### config.mk
export PLATFORM = sky130hd
export DESIGN_NAME = lsi_back
export DESIGN_NICKNAME = d
export VERILOG_FILES = /design/src/design/lsi_pkg.sv /design/src/design/lsi_back.sv
export SDC_FILE = /design/constraint.sdc
export NUM_CORES = 2
export LEC_CHECK = 0
export BUFFER_PORTS_ARGS = -buffer_cell sky130_fd_sc_hd__clkbuf_2
export CAP_MARGIN = 20
export CORE_MARGIN = 2
export CORE_UTILIZATION = 55
export CTS_CLUSTER_DIAMETER = 200
export DETAILED_ROUTE_END_ITERATION = 16
export PLACE_DENSITY = 0.8
export SLEW_MARGIN = 20
export SYNTH_ARGS = -nofsm -noshare
export SYNTH_HDL_FRONTEND = slang
export SYNTH_SLANG_ARGS = --single-unit
### constraint.sdc
create_clock -name clk -period 17.5 [get_ports clk]
set_input_delay 1.75 -clock clk [delete_from_list [all_inputs] [get_ports clk]]
set_output_delay 1.75 -clock clk [all_outputs]
set_load 0.05 [all_outputs]
### src/design/lsi_pkg.sv
// Shared widths, codes and types for the line segment intersection block.
package lsi_pkg;

    localparam int LSI_FRAC_BITS = 16;

    localparam int COORD_W = 32;
    localparam int LIMIT_W = 31;
    localparam logic [LIMIT_W-1:0] LIMIT_RESET = 31'd6554;

    localparam int DIFF_W = COORD_W + 1;
    localparam int PROD_W = 2 * DIFF_W;
    localparam int DEN_W  = PROD_W + 1;
    localparam int DABS_W = PROD_W;
    localparam int LO_W   = DIFF_W + 1;
    localparam int TRIP_W = 99;
    localparam int NUM_W  = 100;
    localparam int Q_W    = 34;
    localparam int MAG_W  = Q_W + 1;
    localparam int VAL_W  = Q_W + 2;

    localparam logic [1:0] ST_CROSS    = 2'd0;
    localparam logic [1:0] ST_PARALLEL = 2'd1;
    localparam logic [1:0] ST_OUTSIDE  = 2'd2;

    typedef struct packed {
        logic signed [COORD_W-1:0] ax;
        logic signed [COORD_W-1:0] ay;
        logic signed [COORD_W-1:0] bx;
        logic signed [COORD_W-1:0] by;
        logic signed [COORD_W-1:0] cx;
        logic signed [COORD_W-1:0] cy;
        logic signed [COORD_W-1:0] dx;
        logic signed [COORD_W-1:0] dy;
    } pts_t;

    typedef struct packed {
        pts_t pts;
        logic must;
        logic par;
        logic neg_x;
        logic neg_y;
    } side_t;

endpackage

### src/design/lsi_back.sv
// Back pipeline: rounding, sign, segment test, saturation and the output register.
module lsi_back
    import lsi_pkg::*;
(
    input  logic               clk,
    input  logic               rst_n,
    input  logic               in_valid,
    output logic               in_ready,
    input  logic [Q_W-1:0]     in_q_x,
    input  logic [Q_W-1:0]     in_q_y,
    input  logic [NUM_W-1:0]   in_r_x,
    input  logic [NUM_W-1:0]   in_r_y,
    input  logic               in_ovf_x,
    input  logic               in_ovf_y,
    input  logic [DABS_W-1:0]  in_den,
    input  side_t              in_side,
    output logic               out_valid,
    input  logic               out_ready,
    output logic [1:0]         out_status,
    output logic [COORD_W-1:0] out_x,
    output logic [COORD_W-1:0] out_y
);

    localparam int NS = 3;
    localparam logic [MAG_W-1:0] MAG_SAT = MAG_W'(1) << Q_W;

    logic v_reg [NS];
    logic rdy [NS+1];
    side_t side0_reg, side1_reg;
    logic [MAG_W-1:0] mx_reg, my_reg;
    logic signed [VAL_W-1:0] vx_reg, vy_reg;
    logic [1:0] status_reg;
    logic [COORD_W-1:0] x_reg, y_reg;

    logic rnd_x, rnd_y;
    logic on_seg;

    function automatic logic between(input logic signed [VAL_W-1:0] v,
                                     input logic signed [COORD_W-1:0] p,
                                     input logic signed [COORD_W-1:0] q);
        logic signed [VAL_W-1:0] lo;
        logic signed [VAL_W-1:0] hi;
        lo = (p < q) ? VAL_W'(p) : VAL_W'(q);
        hi = (p < q) ? VAL_W'(q) : VAL_W'(p);
        return (v >= lo) && (v <= hi);
    endfunction

    function automatic logic [COORD_W-1:0] sat(input logic signed [VAL_W-1:0] v);
        logic signed [VAL_W-1:0] vmax;
        logic signed [VAL_W-1:0] vmin;
        vmax = VAL_W'({1'b0, {(COORD_W-1){1'b1}}});
        vmin = -vmax - VAL_W'(1);
        if (v > vmax)
        begin
            return {1'b0, {(COORD_W-1){1'b1}}};
        end
        else if (v < vmin)
        begin
            return {1'b1, {(COORD_W-1){1'b0}}};
        end
        return v[COORD_W-1:0];
    endfunction

    always_comb
    begin
        rdy[NS] = out_ready;
        for (int i = NS - 1; i >= 0; i--)
        begin
            rdy[i] = !v_reg[i] || rdy[i+1];
        end
    end

    assign in_ready = rdy[0];

    always_ff @(posedge clk or negedge rst_n)
    begin
        if (!rst_n)
        begin
            for (int i = 0; i < NS; i++)
            begin
                v_reg[i] <= 1'b0;
            end
        end
        else
        begin
            if (rdy[0])
            begin
                v_reg[0] <= in_valid;
            end
            for (int i = 1; i < NS; i++)
            begin
                if (rdy[i])
                begin
                    v_reg[i] <= v_reg[i-1];
                end
            end
        end
    end

    // Round half away from zero on the magnitude: bump when twice the remainder reaches the divisor.
    assign rnd_x = ((NUM_W + 1)'(in_r_x) << 1) >= (NUM_W + 1)'(in_den);
    assign rnd_y = ((NUM_W + 1)'(in_r_y) << 1) >= (NUM_W + 1)'(in_den);

    assign on_seg = between(vx_reg, side1_reg.pts.ax, side1_reg.pts.bx)
                 && between(vy_reg, side1_reg.pts.ay, side1_reg.pts.by)
                 && between(vx_reg, side1_reg.pts.cx, side1_reg.pts.dx)
                 && between(vy_reg, side1_reg.pts.cy, side1_reg.pts.dy);

    always_ff @(posedge clk)
    begin
        if (rdy[0])
        begin
            side0_reg <= in_side;
            mx_reg <= in_ovf_x ? MAG_SAT : MAG_W'(in_q_x) + MAG_W'(rnd_x);
            my_reg <= in_ovf_y ? MAG_SAT : MAG_W'(in_q_y) + MAG_W'(rnd_y);
        end
        if (rdy[1])
        begin
            side1_reg <= side0_reg;
            vx_reg <= side0_reg.neg_x ? -$signed({1'b0, mx_reg}) : $signed({1'b0, mx_reg});
            vy_reg <= side0_reg.neg_y ? -$signed({1'b0, my_reg}) : $signed({1'b0, my_reg});
        end
        if (rdy[2])
        begin
            if (side1_reg.par)
            begin
                status_reg <= ST_PARALLEL;
                x_reg <= '0;
                y_reg <= '0;
            end
            else if (side1_reg.must && !on_seg)
            begin
                status_reg <= ST_OUTSIDE;
                x_reg <= '0;
                y_reg <= '0;
            end
            else
            begin
                status_reg <= ST_CROSS;
                x_reg <= sat(vx_reg);
                y_reg <= sat(vy_reg);
            end
        end
    end

    assign out_valid  = v_reg[NS-1];
    assign out_status = status_reg;
    assign out_x      = x_reg;
    assign out_y      = y_reg;

endmodule

==> out/summary.md <==
The flow ran to the end, and the final reports show no timing, DRC or antenna violations. The routed wirelength normalized by instance count is 23.5 um. The logs give 96 for the largest net degree at the start of global routing and 43500 um^2 for the synthesized area. The run gives 0 as the number of hold violations in the final report.

For the depth of the CTS H-tree, the log shows 3. For the overflow left after global routing, the log shows 0. The Yosys step of the flow raised 0 warnings. The global placement routability congestion was 1.00; the number of nets in the layout was 5578.

At the worst endpoint, the required time is 17.84 ns. The later pin in the worst-skew pair is clocked with a latency of 0.65 ns. For the number of antenna violations at the first check in global routing, the log shows 24.

For this run, design rule violations remaining after detail routing come to 0. The count of nets left with antenna violations after detail routing was 0. The element type at the critical path start was a flop. The first detailed-routing pass took 7 iterations. Worst clock skew: 0.0430 ns. Across all layers, the routed design uses 33800 vias. The tools report the logic gate share of total power as 0.288. sky130_fd_sc_hd__edfxtp_1 is the most common cell in the netlist. Relative to the synthesized area, the layout overhead comes to 16.0%.

Measured along the y axis, the die boundary spans 285 um. During placement, the flow inserted port buffers numbering 667. After clock tree synthesis, the setup repair step added 0 buffers. The post-detailed-routing wire length came out at 131 mm. The die is 285 um wide. The flop and latch count out of synthesis was 729. Summing internal, switching and leakage power gives 5.72 mW. Across the VDD grid, the largest voltage drop is 0.0000756 V. For this design the total switching power over the nets is 1.94 mW. The post-synthesis async set-or-reset flop share was 0.00412.

The leakage power summed over all cells came out at 21.6 nW. Including well taps, the total number of placed cells is 5399. Root cell of the clock tree: sky130_fd_sc_hd__clkbuf_16. The first global-routing pass estimated 193 mm of wire. The starting utilization of the core area came out at 0.554.

Post-cts sizing count: 0. The tree built by TritonCTS fans out to 729 sinks. Counting distinct cell types in the post-synthesis netlist gives 64. The path class of the tightest hold or removal check is reg2reg. For the pin with the worst max-slew slack, the measured transition is 1.07 ns. The share of the core filled with cells in the final layout was 0.643. The synthesized design contains 726 enable-type register cells. Of all cell types, the one taking the most synthesized area is sky130_fd_sc_hd__edfxtp_1. The tools report the arrival time reported for the critical path endpoint as 7.53 ns. Combined global-route utilization of all metal layers: 0.314. A synthesized cell averages 11.5 um^2. After routing, the total negative slack on setup checks comes to 0 ns.

The total I/O pin count is 668. For this run, the leading register cell type out of synthesis is sky130_fd_sc_hd__edfxtp_1. The share of the synthesized area in the top cell type is 0.501. The worst setup path is captured at a flop. The share of layout cells above drive strength 1 was 0.183; the number of buffers between clock root and the deepest sink was 3. Flip-flop count of the largest register, all copies and words added: 260. For the number of filler cells placed in the layout, the log shows 5995. Counting instances in the post-synthesis netlist gives the leading cell types as sky130_fd_sc_hd__edfxtp_1, sky130_fd_sc_hd__ha_1, sky130_fd_sc_hd__nand2_1. The worst-case headroom to the max-slew limit was 0.288; the violation count after the first detailed-routing iteration was 3091. Of all nets on the critical path, the largest fanout is 92. The tools report the number of max-slew violations in the final report as 0. The count of cells in the finished layout, fillers not included, comes to 5563.

For the area of the core region, the log shows 78600 um^2. Critical path start-end classification: reg2reg. Sequential share of the synthesized area: 0.502.

For this run, the top clock speed supported by timing is 0.139 GHz. The cell count after synthesis came out at 3799. TritonCTS built the clock tree.

Subtracting the final worst setup slack from the clock period gives 7.19 ns. The switching share of power is 0.340. The die covers 81400 um^2.

Setup repair after global routing left no endpoint under its margin. TritonCTS created 78 clock buffers. The internal portion of the total power is 3.78 mW. The run gives 0.424 as the portion of total power attributed to sequential cells. Fraction of the cycle the final worst path needs: 0.411. The number of hold buffers added after CTS was 0. Power spread over the standard cell area amounts to 113 nW/um^2. The detailed placer's ending HPWL was 101 mm. After detailed routing, the number of vias per cell comes to 6.07. The floorplan has 103 rows.

The number of max-cap violations was 0. By area the synthesized netlist is led by sky130_fd_sc_hd__edfxtp_1, sky130_fd_sc_hd__ha_1, sky130_fd_sc_hd__mux2i_1, sky130_fd_sc_hd__a21oi_1, sky130_fd_sc_hd__nand2_1. When the netlist entered floorplanning its net count stood at 4947. The number of global-route vias before repair is 32900.

The final count of negative-setup-slack endpoints is 0, and the fraction of power consumed by the clock network is 0.288. The clock input transition at the sequential cells of the worst setup and hold paths was 0.06 ns.
[path summary, 6_finish.rpt]
kind                                 from       endpoint  slack (ns)  cells after the start
min                         side0_reg[50]  side1_reg[50]        0.41                      0
max in group asynchronous           rst_n       v_reg[2]       16.48                      1
min reg2reg                 side0_reg[50]  side1_reg[50]        0.41                      0
min in group asynchronous           rst_n      out_valid        0.90                      1
max reg2reg                side1_reg[227]  out_status[1]       10.31                     18
max                        side1_reg[227]  out_status[1]       10.31                     18
[placed cells by master, fill, tap and decap left out, types with 10 or more instances in the layout]
cell / synthesis / routed
sky130_fd_sc_hd__a211oi_1: 19 / 19
sky130_fd_sc_hd__a21o_1: 92 / 92
sky130_fd_sc_hd__a21oi_1: 266 / 264
sky130_fd_sc_hd__and4_1: 10 / 10
sky130_fd_sc_hd__buf_4: 0 / 23
sky130_fd_sc_hd__clkbuf_1: 113 / 14
sky130_fd_sc_hd__clkbuf_16: 0 / 79
sky130_fd_sc_hd__clkbuf_2: 0 / 667
sky130_fd_sc_hd__clkinv_1: 0 / 16
sky130_fd_sc_hd__diode_2: 0 / 21
sky130_fd_sc_hd__edfxtp_1: 726 / 726
sky130_fd_sc_hd__ha_1: 548 / 546
sky130_fd_sc_hd__inv_1: 218 / 218
sky130_fd_sc_hd__mux2i_1: 194 / 194
sky130_fd_sc_hd__nand2_1: 285 / 285
sky130_fd_sc_hd__nand2b_1: 136 / 135
sky130_fd_sc_hd__nand3_1: 127 / 127
sky130_fd_sc_hd__nand4_1: 123 / 123
sky130_fd_sc_hd__nor2_1: 131 / 129
sky130_fd_sc_hd__nor2b_1: 29 / 29
sky130_fd_sc_hd__nor3_1: 99 / 99
sky130_fd_sc_hd__nor4_1: 38 / 38
sky130_fd_sc_hd__o211ai_1: 26 / 26
sky130_fd_sc_hd__o21a_1: 20 / 20
sky130_fd_sc_hd__o21ai_0: 171 / 171
sky130_fd_sc_hd__o221ai_1: 60 / 60
sky130_fd_sc_hd__o311ai_0: 60 / 60
sky130_fd_sc_hd__o31ai_1: 18 / 18
sky130_fd_sc_hd__or3_1: 26 / 26
sky130_fd_sc_hd__or4_1: 14 / 14
sky130_fd_sc_hd__xnor2_1: 71 / 71
sky130_fd_sc_hd__xor2_1: 44 / 44
[power groups by stage]
stage | Sequential (mW) | Clock (mW) | Combinational (mW)
after floorplan | 2.43 | 0 | 1.12
after global placement | 2.44 | 0 | 1.56
after detailed placement | 2.44 | 0 | 1.61
after CTS | 2.41 | 1.67 | 1.63
after global routing | 2.43 | 1.74 | 1.85
final | 2.42 | 1.65 | 1.65
[worst max-delay path: stages, from the launching register on]
cell and delay, ns:
sky130_fd_sc_hd__edfxtp_1 0.45, sky130_fd_sc_hd__ha_4 0.87, sky130_fd_sc_hd__nand2_1 0.10, sky130_fd_sc_hd__nor3_1 0.20
sky130_fd_sc_hd__a211o_2 0.83, sky130_fd_sc_hd__buf_4 0.63, sky130_fd_sc_hd__nor2_1 0.10, sky130_fd_sc_hd__a21oi_1 0.36
sky130_fd_sc_hd__ha_1 0.34, sky130_fd_sc_hd__a21oi_1 0.15, sky130_fd_sc_hd__nand2_1 0.06, sky130_fd_sc_hd__a21oi_1 0.13
sky130_fd_sc_hd__or4b_2 0.60, sky130_fd_sc_hd__nor3_1 0.26, sky130_fd_sc_hd__mux2i_1 0.18, sky130_fd_sc_hd__a211o_1 0.28
sky130_fd_sc_hd__o41a_2 0.61, sky130_fd_sc_hd__buf_4 0.37, sky130_fd_sc_hd__nor2b_1 0.22
[cell families (layout without fill, tap and decap cells)]
family,after synthesis,count (layout),share of synthesized area
and+or+nand+nor,1050,1050,0.123
AOI/OAI and AO/OA,804,804,0.119
DFF,729,729,0.502
adders and majority gates,548,548,0.157
buffers and inverters,359,1052,0.0310
muxes,194,194,0.0446
xor gates and xnor gates,115,115,0.0231
other,0,21,0
[per-stage QoR]
stage	setup WS, ns	cell area, um^2	hold WS (ns)
3_5_place_dp	10.50	47900	0.405
2_1_floorplan	2.16	43500	0.400
3_3_place_gp	10.65	47900	0.401
6_report	10.31	50500	0.412
5_1_grt	9.83	50500	0.419
4_1_cts	10.47	50400	0.416
[layout make-up]
class / instances / area (um^2) / share of cell area
repair buffers: 691 / 3530 / 0.0698
diodes: 21 / 52.6 / 0.00104
flip-flops and latches: 729 / 21900 / 0.433
clock inverters: 49 / 519 / 0.0103
multi-input cells: 2711 / 20400 / 0.403
inverters: 219 / 822 / 0.0163
clock buffers: 93 / 2030 / 0.0402
well taps: 1050 / 1310 / 0.0260
[per-layer routing]
layer,up-vias,routed length [um],GRT usage
li1,15900,-,-
met1,16000,48200,0.384
met2,1565,62200,0.522
met3,358,11500,0.0571
met4,2,8570,0.182
met5,-,13,0
(Power assumes the default switching activity.)
